**src/rtl/core/assert_macros.svh**
```systemverilog
// Assertion macros shared by the RTL that carries concurrent checks
`ifndef ASSERT_MACROS_SVH
`define ASSERT_MACROS_SVH

// Same-cycle implication, disabled while in reset
`define ASSERT_IMPL(label, clk, rst, ante, cons) \
   label: assert property (@(posedge clk) disable iff (rst) (ante) |-> (cons)) \
      else $error("assertion failed: same-cycle implication");

// Next-cycle implication, disabled while in reset
`define ASSERT_NEXT(label, clk, rst, ante, cons) \
   label: assert property (@(posedge clk) disable iff (rst) (ante) |=> (cons)) \
      else $error("assertion failed: next-cycle implication");

`endif

```
**src/rtl/core/xeu_pkg.sv**
```systemverilog
// Shared types, constants and lookup functions of the entity unescaper
package xeu_pkg;

   // Default longest entity span, including the opening '&'
   localparam int unsigned SPAN_DEFAULT = 16;

   // Command queue between parser and expander
   localparam int unsigned QUEUE_DEPTH = 4;
   localparam int unsigned QP_W        = $clog2(QUEUE_DEPTH);
   localparam int unsigned QC_W        = $clog2(QUEUE_DEPTH + 1);

   localparam int unsigned CODE_W   = 21;
   localparam int unsigned NAME_COUNT = 5;

   localparam logic [CODE_W-1:0] CODE_MAX = 21'h10FFFF;

   // Characters the parser looks for
   localparam logic [7:0] CH_AMP  = 8'h26;
   localparam logic [7:0] CH_SEMI = 8'h3B;
   localparam logic [7:0] CH_HASH = 8'h23;
   localparam logic [7:0] CH_X    = 8'h78;

   // UTF-8 marker bits
   localparam logic [7:0] UTF8_CONT  = 8'h80;
   localparam logic [7:0] UTF8_LEAD2 = 8'hC0;
   localparam logic [7:0] UTF8_LEAD3 = 8'hE0;
   localparam logic [7:0] UTF8_LEAD4 = 8'hF0;

   // Result kinds
   localparam logic [1:0] KIND_DATA  = 2'd0;
   localparam logic [1:0] KIND_ERROR = 2'd1;
   localparam logic [1:0] KIND_END   = 2'd2;

   // Commands from parser to expander
   typedef logic [1:0] op_type;
   localparam op_type OP_RAW   = 2'd0;  // one byte as is
   localparam op_type OP_CODE  = 2'd1;  // code point, sent as UTF-8
   localparam op_type OP_ERROR = 2'd2;  // malformed entity
   localparam op_type OP_END   = 2'd3;  // string end after discard

   typedef struct packed {
      op_type              op;
      logic [CODE_W-1:0]   code;
      logic                last;
   } cmd_type;

   // Length of a named entity body
   function automatic logic [2:0] name_len(input logic [2:0] k);
      logic [2:0] len;
      case (k)
         3'd0:    len = 3'd3;   // amp
         3'd1:    len = 3'd2;   // lt
         3'd2:    len = 3'd2;   // gt
         3'd3:    len = 3'd4;   // quot
         3'd4:    len = 3'd4;   // apos
         default: len = 3'd0;
      endcase
      return len;
   endfunction

   // Character at a position of a named entity body
   function automatic logic [7:0] name_chr(input logic [2:0] k, input logic [1:0] pos);
      logic [31:0] text;
      case (k)
         3'd0:    text = {8'h00, "pma"};
         3'd1:    text = {16'h0000, "tl"};
         3'd2:    text = {16'h0000, "tg"};
         3'd3:    text = "touq";
         3'd4:    text = "sopa";
         default: text = '0;
      endcase
      return text[pos*8 +: 8];
   endfunction

   // Character a named entity stands for
   function automatic logic [7:0] name_char(input logic [2:0] k);
      logic [7:0] ch;
      case (k)
         3'd0:    ch = 8'h26;
         3'd1:    ch = 8'h3C;
         3'd2:    ch = 8'h3E;
         3'd3:    ch = 8'h22;
         3'd4:    ch = 8'h27;
         default: ch = 8'h00;
      endcase
      return ch;
   endfunction

   // Allowed XML character values
   function automatic logic legal_xml(input logic [CODE_W-1:0] v);
      return (v == 21'd9) || (v == 21'd10) || (v == 21'd13) ||
             (v >= 21'h20 && v <= 21'hD7FF) ||
             (v >= 21'hE000 && v <= 21'hFFFD) ||
             (v >= 21'h10000 && v <= CODE_MAX);
   endfunction

endpackage

```
**src/rtl/core/xeu_front.sv**
```systemverilog
// Parser: takes one byte per cycle while accept is high, tracks entity state and issues commands
module xeu_front import xeu_pkg::*; #(
   parameter int unsigned MAX_ENTITY_SPAN = SPAN_DEFAULT
) (
   input  logic       clock,
   input  logic       reset,
   input  logic       accept,
   input  logic [7:0] in_byte,
   input  logic       in_last,
   output logic       cmd_push,
   output cmd_type    cmd_data
);

   localparam int unsigned BL_W = $clog2(MAX_ENTITY_SPAN);
   localparam logic [BL_W-1:0] SPAN_LIM = BL_W'(MAX_ENTITY_SPAN - 1);

   localparam logic [1:0] MODE_PLAIN   = 2'd0;
   localparam logic [1:0] MODE_ENTITY  = 2'd1;
   localparam logic [1:0] MODE_DISCARD = 2'd2;

   logic [1:0]            mode_ff, mode_in;
   logic [BL_W-1:0]       body_len_ff, body_len_in;
   logic [NAME_COUNT-1:0] cand_ff, cand_in;
   logic                  numeric_ff, numeric_in;
   logic                  hex_ff, hex_in;
   logic                  digit_ff, digit_in;
   logic                  bad_ff, bad_in;
   logic [CODE_W-1:0]     code_ff, code_in;
   logic                  ovf_ff, ovf_in;

   logic [NAME_COUNT-1:0] cand_next;
   logic                  is_dec, is_lhex, is_uhex, digit_ok;
   logic [3:0]            digit_val;
   logic [CODE_W+3:0]     acc;
   logic                  acc_over;
   logic                  named_hit;
   logic [7:0]            named_ch;
   logic                  finish_ok;
   logic                  err;

   // Named entities still matching after this byte
   always_comb begin
      for (int k = 0; k < NAME_COUNT; k++) begin
         cand_next[k] = cand_ff[k] &&
                        (body_len_ff < BL_W'(name_len(3'(k)))) &&
                        (name_chr(3'(k), body_len_ff[1:0]) == in_byte);
      end
   end

   // Digit decode and value accumulation
   always_comb begin
      is_dec    = (in_byte >= 8'h30) && (in_byte <= 8'h39);
      is_lhex   = (in_byte >= 8'h61) && (in_byte <= 8'h66);
      is_uhex   = (in_byte >= 8'h41) && (in_byte <= 8'h46);
      digit_ok  = is_dec || (hex_ff && (is_lhex || is_uhex));
      digit_val = is_dec ? in_byte[3:0] : in_byte[3:0] + 4'd9;
      if (hex_ff) begin
         acc = {code_ff, 4'b0000} + (CODE_W+4)'(digit_val);
      end else begin
         acc = {1'b0, code_ff, 3'b000} + {3'b000, code_ff, 1'b0} + (CODE_W+4)'(digit_val);
      end
      acc_over = acc > (CODE_W+4)'(CODE_MAX);
   end

   // Entity completion check on ';'
   always_comb begin
      named_hit = 1'b0;
      named_ch  = 8'h00;
      for (int k = 0; k < NAME_COUNT; k++) begin
         if (!named_hit && cand_ff[k] && (BL_W'(name_len(3'(k))) == body_len_ff)) begin
            named_hit = 1'b1;
            named_ch  = name_char(3'(k));
         end
      end
      if (body_len_ff == '0) begin
         finish_ok = 1'b0;
      end else if (numeric_ff) begin
         finish_ok = digit_ff && !bad_ff && !ovf_ff && legal_xml(code_ff);
      end else begin
         finish_ok = named_hit;
      end
   end

   // Parse state machine
   always_comb begin
      mode_in     = mode_ff;
      body_len_in = body_len_ff;
      cand_in     = cand_ff;
      numeric_in  = numeric_ff;
      hex_in      = hex_ff;
      digit_in    = digit_ff;
      bad_in      = bad_ff;
      code_in     = code_ff;
      ovf_in      = ovf_ff;
      cmd_push    = 1'b0;
      cmd_data.op   = OP_RAW;
      cmd_data.code = {{(CODE_W-8){1'b0}}, in_byte};
      cmd_data.last = in_last;
      err = 1'b0;
      if (accept) begin
         case (mode_ff)
            MODE_DISCARD: begin
               if (in_last) begin
                  cmd_push    = 1'b1;
                  cmd_data.op = OP_END;
               end
            end
            MODE_ENTITY: begin
               if (in_byte == CH_SEMI) begin
                  if (finish_ok) begin
                     cmd_push = 1'b1;
                     if (numeric_ff) begin
                        cmd_data.op   = OP_CODE;
                        cmd_data.code = code_ff;
                     end else begin
                        cmd_data.code = {{(CODE_W-8){1'b0}}, named_ch};
                     end
                     mode_in = MODE_PLAIN;
                  end else begin
                     err = 1'b1;
                  end
               end else if (body_len_ff >= SPAN_LIM || in_last) begin
                  err = 1'b1;
               end else begin
                  cand_in = cand_next;
                  if (body_len_ff == '0) begin
                     numeric_in = (in_byte == CH_HASH);
                  end else if (numeric_ff) begin
                     if (body_len_ff == BL_W'(1) && in_byte == CH_X) begin
                        hex_in = 1'b1;
                     end else if (!digit_ok) begin
                        bad_in = 1'b1;
                     end else begin
                        digit_in = 1'b1;
                        if (!ovf_ff) begin
                           if (acc_over) begin
                              ovf_in = 1'b1;
                           end else begin
                              code_in = acc[CODE_W-1:0];
                           end
                        end
                     end
                  end
                  body_len_in = body_len_ff + BL_W'(1);
               end
            end
            default: begin
               if (in_byte == CH_AMP) begin
                  body_len_in = '0;
                  cand_in     = '1;
                  numeric_in  = 1'b0;
                  hex_in      = 1'b0;
                  digit_in    = 1'b0;
                  bad_in      = 1'b0;
                  code_in     = '0;
                  ovf_in      = 1'b0;
                  mode_in     = MODE_ENTITY;
                  if (in_last) begin
                     err = 1'b1;
                  end
               end else begin
                  cmd_push = 1'b1;
               end
            end
         endcase
         // Malformed entity: one error result, then drop to end of string
         if (err) begin
            cmd_push    = 1'b1;
            cmd_data.op = OP_ERROR;
            mode_in     = in_last ? MODE_PLAIN : MODE_DISCARD;
         end else if (in_last) begin
            mode_in = MODE_PLAIN;
         end
      end
   end

   // State registers
   always_ff @(posedge clock) begin
      if (reset) begin
         mode_ff     <= MODE_PLAIN;
         body_len_ff <= '0;
         cand_ff     <= '0;
         numeric_ff  <= 1'b0;
         hex_ff      <= 1'b0;
         digit_ff    <= 1'b0;
         bad_ff      <= 1'b0;
         code_ff     <= '0;
         ovf_ff      <= 1'b0;
      end else begin
         mode_ff     <= mode_in;
         body_len_ff <= body_len_in;
         cand_ff     <= cand_in;
         numeric_ff  <= numeric_in;
         hex_ff      <= hex_in;
         digit_ff    <= digit_in;
         bad_ff      <= bad_in;
         code_ff     <= code_in;
         ovf_ff      <= ovf_in;
      end
   end

endmodule

```
**src/rtl/core/xeu_queue.sv**
```systemverilog
// Short command queue between parser and expander
module xeu_queue import xeu_pkg::*; (
   input  logic    clock,
   input  logic    reset,
   input  logic    push,
   input  cmd_type push_data,
   input  logic    pop,
   output cmd_type head,
   output logic    head_valid,
   output logic    full
);

   cmd_type          entries_ff [QUEUE_DEPTH];
   logic [QP_W-1:0]  wr_ptr_ff, wr_ptr_in;
   logic [QP_W-1:0]  rd_ptr_ff, rd_ptr_in;
   logic [QC_W-1:0]  count_ff, count_in;

   assign head       = entries_ff[rd_ptr_ff];
   assign head_valid = (count_ff != '0);
   assign full       = (count_ff == QC_W'(QUEUE_DEPTH));

   // Pointer and fill count update
   always_comb begin
      wr_ptr_in = wr_ptr_ff;
      rd_ptr_in = rd_ptr_ff;
      count_in  = count_ff;
      if (push) begin
         wr_ptr_in = (wr_ptr_ff == QP_W'(QUEUE_DEPTH - 1)) ? '0 : wr_ptr_ff + QP_W'(1);
      end
      if (pop) begin
         rd_ptr_in = (rd_ptr_ff == QP_W'(QUEUE_DEPTH - 1)) ? '0 : rd_ptr_ff + QP_W'(1);
      end
      if (push && !pop) begin
         count_in = count_ff + QC_W'(1);
      end else if (pop && !push) begin
         count_in = count_ff - QC_W'(1);
      end
   end

   always_ff @(posedge clock) begin
      if (reset) begin
         wr_ptr_ff <= '0;
         rd_ptr_ff <= '0;
         count_ff  <= '0;
      end else begin
         wr_ptr_ff <= wr_ptr_in;
         rd_ptr_ff <= rd_ptr_in;
         count_ff  <= count_in;
      end
   end

   // Entry storage
   always_ff @(posedge clock) begin
      if (push) begin
         entries_ff[wr_ptr_ff] <= push_data;
      end
   end

endmodule

```
**src/rtl/core/xeu_back.sv**
```systemverilog
// Expander: turns queued commands into result bytes, UTF-8 encoding code points
module xeu_back import xeu_pkg::*; (
   input  logic       clock,
   input  logic       reset,
   input  cmd_type    head,
   input  logic       head_valid,
   output logic       head_pop,
   input  logic       pop,
   output logic       empty,
   output logic [7:0] out_byte,
   output logic [1:0] result_kind,
   output logic       run_last,
   output logic       string_end
);

   logic       valid_ff;
   logic [7:0] byte_ff, byte_in;
   logic [1:0] kind_ff, kind_in;
   logic       run_last_ff, run_last_in;
   logic       str_end_ff, str_end_in;
   logic [1:0] idx_ff, idx_in;

   logic       slot_free;
   logic       load;
   logic [1:0] nb_m1;
   logic [1:0] shift_sel;

   assign slot_free = !valid_ff || pop;
   assign load      = slot_free && head_valid;
   assign head_pop  = load && run_last_in;

   // Result count of the head command, less one
   always_comb begin
      nb_m1 = 2'd0;
      if (head.op == OP_CODE) begin
         if (head.code < 21'h80) begin
            nb_m1 = 2'd0;
         end else if (head.code < 21'h800) begin
            nb_m1 = 2'd1;
         end else if (head.code < 21'h10000) begin
            nb_m1 = 2'd2;
         end else begin
            nb_m1 = 2'd3;
         end
      end
   end

   // Byte at the current position of the head command
   always_comb begin
      shift_sel = nb_m1 - idx_ff;
      byte_in   = 8'h00;
      kind_in   = KIND_DATA;
      case (head.op)
         OP_RAW: begin
            byte_in = head.code[7:0];
         end
         OP_CODE: begin
            if (idx_ff == 2'd0) begin
               case (nb_m1)
                  2'd0:    byte_in = {1'b0, head.code[6:0]};
                  2'd1:    byte_in = UTF8_LEAD2 | {3'b000, head.code[10:6]};
                  2'd2:    byte_in = UTF8_LEAD3 | {4'b0000, head.code[15:12]};
                  default: byte_in = UTF8_LEAD4 | {5'b00000, head.code[20:18]};
               endcase
            end else begin
               case (shift_sel)
                  2'd0:    byte_in = UTF8_CONT | {2'b00, head.code[5:0]};
                  2'd1:    byte_in = UTF8_CONT | {2'b00, head.code[11:6]};
                  default: byte_in = UTF8_CONT | {2'b00, head.code[17:12]};
               endcase
            end
         end
         OP_ERROR: begin
            kind_in = KIND_ERROR;
         end
         default: begin
            kind_in = KIND_END;
         end
      endcase
      run_last_in = (idx_ff == nb_m1);
      str_end_in  = run_last_in && head.last;
      idx_in      = idx_ff;
      if (load) begin
         idx_in = run_last_in ? 2'd0 : idx_ff + 2'd1;
      end
   end

   // Control registers
   always_ff @(posedge clock) begin
      if (reset) begin
         valid_ff <= 1'b0;
         idx_ff   <= 2'd0;
      end else begin
         idx_ff <= idx_in;
         if (slot_free) begin
            valid_ff <= head_valid;
         end
      end
   end

   // Output payload register
   always_ff @(posedge clock) begin
      if (load) begin
         byte_ff     <= byte_in;
         kind_ff     <= kind_in;
         run_last_ff <= run_last_in;
         str_end_ff  <= str_end_in;
      end
   end

   assign empty       = !valid_ff;
   assign out_byte    = byte_ff;
   assign result_kind = kind_ff;
   assign run_last    = run_last_ff;
   assign string_end  = str_end_ff;

endmodule

```
**src/rtl/core/xml_entity_unescape_to_utf8.sv**
```systemverilog
// Top level of the XML entity unescaper with UTF-8 output.
// Path: a request's first result passes the command queue entry and then the output register.
// Throughput: one request per cycle while full is low; the expander gives one result per cycle while
// its output is popped, so a multi-byte UTF-8 reference holds it per byte and the 4-deep queue absorbs it.
// Reset: synchronous, active high; clears parser state, queue and output valid flag.
`include "assert_macros.svh"
module xml_entity_unescape_to_utf8 import xeu_pkg::*; #(
   parameter int unsigned MAX_ENTITY_SPAN = SPAN_DEFAULT
) (
   input  logic       clock,
   input  logic       reset,
   input  logic       push,
   output logic       full,
   input  logic [7:0] req_in_byte,
   input  logic       req_in_last,
   output logic       empty,
   input  logic       pop,
   output logic [7:0] rsp_out_byte,
   output logic [1:0] rsp_result_kind,
   output logic       rsp_run_last,
   output logic       rsp_string_end
);

   logic    accept;
   logic    cmd_push;
   cmd_type cmd_data;
   cmd_type head;
   logic    head_valid;
   logic    head_pop;

   assign accept = push && !full;

   // Front: parse and classify
   xeu_front #(
      .MAX_ENTITY_SPAN (MAX_ENTITY_SPAN)
   ) u_front (
      .clock    (clock),
      .reset    (reset),
      .accept   (accept),
      .in_byte  (req_in_byte),
      .in_last  (req_in_last),
      .cmd_push (cmd_push),
      .cmd_data (cmd_data)
   );

   // Decoupling queue
   xeu_queue u_queue (
      .clock      (clock),
      .reset      (reset),
      .push       (cmd_push),
      .push_data  (cmd_data),
      .pop        (head_pop),
      .head       (head),
      .head_valid (head_valid),
      .full       (full)
   );

   // Back: expand into result bytes
   xeu_back u_back (
      .clock       (clock),
      .reset       (reset),
      .head        (head),
      .head_valid  (head_valid),
      .head_pop    (head_pop),
      .pop         (pop),
      .empty       (empty),
      .out_byte    (rsp_out_byte),
      .result_kind (rsp_result_kind),
      .run_last    (rsp_run_last),
      .string_end  (rsp_string_end)
   );

   // Checks
   `ASSERT_IMPL(a_nondata_zero, clock, reset, !empty && rsp_result_kind != KIND_DATA, rsp_out_byte == 8'h00)
   `ASSERT_IMPL(a_end_closes, clock, reset, !empty && rsp_string_end, rsp_run_last)
   `ASSERT_IMPL(a_end_kind, clock, reset, !empty && rsp_result_kind == KIND_END, rsp_string_end)
   `ASSERT_NEXT(a_run_no_gap, clock, reset, !empty && pop && !rsp_run_last, !empty)

endmodule
```
**config.mk**
```make
export PLATFORM = sky130hd
export DESIGN_NAME = xml_entity_unescape_to_utf8
export DESIGN_NICKNAME = d
export VERILOG_FILES = /design/src/rtl/core/xeu_pkg.sv /design/src/rtl/core/xeu_front.sv /design/src/rtl/core/xeu_queue.sv /design/src/rtl/core/xeu_back.sv /design/src/rtl/core/xml_entity_unescape_to_utf8.sv
export VERILOG_INCLUDE_DIRS = /design/src /design/src/rtl/core
export SDC_FILE = /design/constraint.sdc
export NUM_CORES = 1
export LEC_CHECK = 0
export ABC_AREA = 1
export BUFFER_PORTS_ARGS = -buffer_cell sky130_fd_sc_hd__clkbuf_2
export CAP_MARGIN = 40
export CORE_MARGIN = 1.5
export CORE_UTILIZATION = 60
export DETAILED_ROUTE_END_ITERATION = 10
export HOLD_SLACK_MARGIN = 0.03
export PLACE_DENSITY = 0.74
export REMOVE_ABC_BUFFERS = 1
export SETUP_SLACK_MARGIN = 0.2
export SYNTH_ARGS = -nofsm -noshare
export SYNTH_HDL_FRONTEND = slang
export SYNTH_SLANG_ARGS = --single-unit
```
**constraint.sdc**
```tcl
create_clock -name clock -period 5.3 [get_ports clock]
set_clock_uncertainty 0.1 [all_clocks]
set_input_delay 0 -clock clock [delete_from_list [all_inputs] [get_ports clock]]
set_output_delay 0 -clock clock [all_outputs]
set_load 0.005 [all_outputs]
```
==> flow_summary.ini <==
[run_status]
status = finished, final reports clean

[power_and_ir_drop]
leakagePower_nw = 5.10
power_density_mw_per_mm2 = 396
vdd_ir_drop_max_mv = 0.285

[setup_path]
arrival_ns = 4.81
crit_start = req_in_byte[1]
regToRegSetupSlack_ns = 1.14
startpoint_type = input port
r2r_cells = 16
crit_end = u_front.code_ff[0]
crit_family = buffers and inverters
path_max_fanout = 43
worstSetupPathType = in -> reg
slowest_delay_ns = 0.57
end_kind = register
crit_buf_inv = 8
cp.depth = 30
required_ns = 5.51
r2r-end = u_queue.count_ff[1]
worst_path_max_delay_cell = fa_1

[global_routing]
grt_pass1_wl_um = 41500
track_usage_pct = 29.0
grt_pass1_vias = 8495
grt-ovfl-total = 0
antenna_found_initial = 0
grt_max_degree = 50

[timing]
clock.fmax_mhz = 217
tns_ns = 0
maxSlewViolCount = 0
hold_violations = 0
tightest_slew_ns = 0.656
hold_ws_ns = 0.0663
layout_min_cycle_time_ns = 4.60
maxSlewHeadroom_pct = 55.1
grt_setup_unrepaired = false
finalSetupViolations = 0
fin_crit_sh_pct = 86.8

[placed_design]
dp_hpwl_um = 17700
placed_area_mm2 = 0.0106
gp_congestion = 0.922
placedCellCount = 1590
io_buffers = 26

[synthesis]
synth_common_cells = nand2_1 (382), nand3_1 (157), inv_1 (146), nor2_1 (139), edfxtp_1 (108)
synth.area.top_cells = edfxtp_1 (31%), nand2_1 (14%), dfxtp_1 (9.5%)
syn_area_mm2 = 0.0103
yosysMostFrequentCell = nand2_1
synth_cell_types = 52
synth_area_per_cell_um2 = 7.51
synth_top_cell_by_area = edfxtp_1
synth_edf_count = 108
yosysTopAreaCellShare_pct = 31.5
synth_cells = 1373
ys_seq_elements = 157
async_flop_share_pct = 0
yosysSeqAreaShare_pct = 41.0
synth-main-ff-cell = edfxtp_1
yosys_warnings = 0

[finish]
syn2layout_area_growth_pct = 9.93
fin_cells = 1637
finalInstanceArea_mm2 = 0.0113
fillers = 1427
drive_above_1_share_pct = 9.60
final_nets = 1486
fin_util_pct = 67.8
num_antenna_cells = 0

[run]
max_cap_viol_count = 0

[floorplanning]
die_h_um = 134
dieWidth_um = 134
core_area_mm2 = 0.0167
dieArea_mm2 = 0.0180
io_pins = 27
rows = 47
initial_core_util_pct = 61.7

[cts]
clock-sinks = 157
root_buffer = clkbuf_16
cts_tree = done
clockBufferDepth = 2
clkLatencyLatePin_ns = 0.43
h-tree-depth = 4
cts_buffers = 17
clkSlewWorstSetupHoldPaths_ns = 0.07

[routing]
vias = 9220
wl_per_cell_um = 15.4
firstDrtPassIters = 6
drt-initial-drc-count = 765
drc = 0
ant_nets = 0
via_per_inst = 5.63
wirelength_um = 25100

[hold_path]
min_path_type = in -> reg
## worst min-delay path by stage
stage,start,endpoint,cells past startpoint
after floorplan,reset,u_back.idx_ff[1],1
after global placement,req_in_last,u_queue.entries_ff[1][0],1
after detailed placement,req_in_last,u_queue.entries_ff[0][0],1
after CTS,req_in_byte[0],u_front.cand_ff[4],5
after global routing,push,u_front.mode_ff[0],5
final,req_in_byte[0],u_front.cand_ff[4],5
## layout by cell type, fill, tap and decap left out, drive strengths merged, types with 44 or more instances in the layout
| master | Yosys | final |
|---|---|---|
| nor2 | 153 | 153 |
| ha | 66 | 66 |
| a21oi | 91 | 91 |
| nand2 | 391 | 391 |
| inv | 165 | 170 |
| dfxtp | 49 | 49 |
| edfxtp | 108 | 108 |
| o21ai | 44 | 44 |
| nand3 | 161 | 161 |
| clkbuf | 15 | 44 |
## cell type report
cell class                      instances  area, um^2  share of cell area, %
Clock buffer                           18         439                   3.88
Sequential cell                       157        4220                   37.3
Inverter                              166         627                   5.53
Clock inverter                         14         151                   1.34
Multi-Input combinational cell       1008        5240                   46.2
Tap cell                              220         275                   2.43
Timing Repair Buffer                   54         378                   3.33
## cell families after synthesis
group | Yosys count | synth area share (%)
adder cells (fa/ha/maj) | 69 | 8.59
XOR/XNOR | 7 | 0.595
buffers and inverters | 208 | 8.38
AO/OA/AOI/OAI | 179 | 10.0
flip-flops | 157 | 41.0
AND/OR/NAND/NOR | 753 | 31.5
## worst reg2reg max path: stages (launching register included)
cell and delay [ns]:
dfxtp_1 0.32, inv_2 0.31, buf_4 0.37, nand2_1 0.10, nand3_1 0.10, nand2_1 0.13
nor2_4 0.27, nand3_1 0.24, ha_1 0.47, inv_1 0.19, a21oi_2 0.30, nand2_1 0.20
ha_1 0.23, inv_1 0.11, fa_1 0.40, o21ai_0 0.17, a21oi_1 0.06
## through the flow
stage          power [mW]  setup WS [ns]
2_1_floorplan        2.80          0.851
3_3_place_gp         3.24          0.879
3_5_place_dp         3.27          0.704
4_1_cts              4.48          0.605
5_1_grt              4.78          0.282
6_report             4.48          0.697
## report_power, final
group | switching (mW) | leakage, nW | internal, mW | total (mW)
combinational | 1.10 | 3.43 | 0.546 | 1.65
sequential | 0.0963 | 1.39 | 1.54 | 1.63
clock | 0.526 | 0.288 | 0.677 | 1.20
total | 1.72 | 5.10 | 2.76 | 4.48
## metal layers
metal / share of wire (%) / global-route usage [%]
met1: 45 / 38.4
met2: 48 / 48.7
met3: 5.3 / 5.48
met4: 1.9 / 8.12
met5: 0 / 0
## sequential cells by signal, indices dropped and copies added (netlist names), 2 cells and up, named ones only
signal and count:
u_back.idx_ff 2, u_back.out_byte 8, u_back.result_kind 2, u_front.body_len_ff 4
u_front.cand_ff 5, u_front.code_ff 21, u_front.mode_ff 2, u_queue.count_ff 3
u_queue.entries_ff 96, u_queue.rd_ptr_ff 2, u_queue.wr_ptr_ff 2
## what timing repair did
item	in CTS	in global routing
setup endpoints to repair	0	21
hold endpoints to repair	36	0
setup buffers	0	3
resized for setup	0	3
hold buffers	12	0
Note: power is estimated with default switching activity, not from simulation.
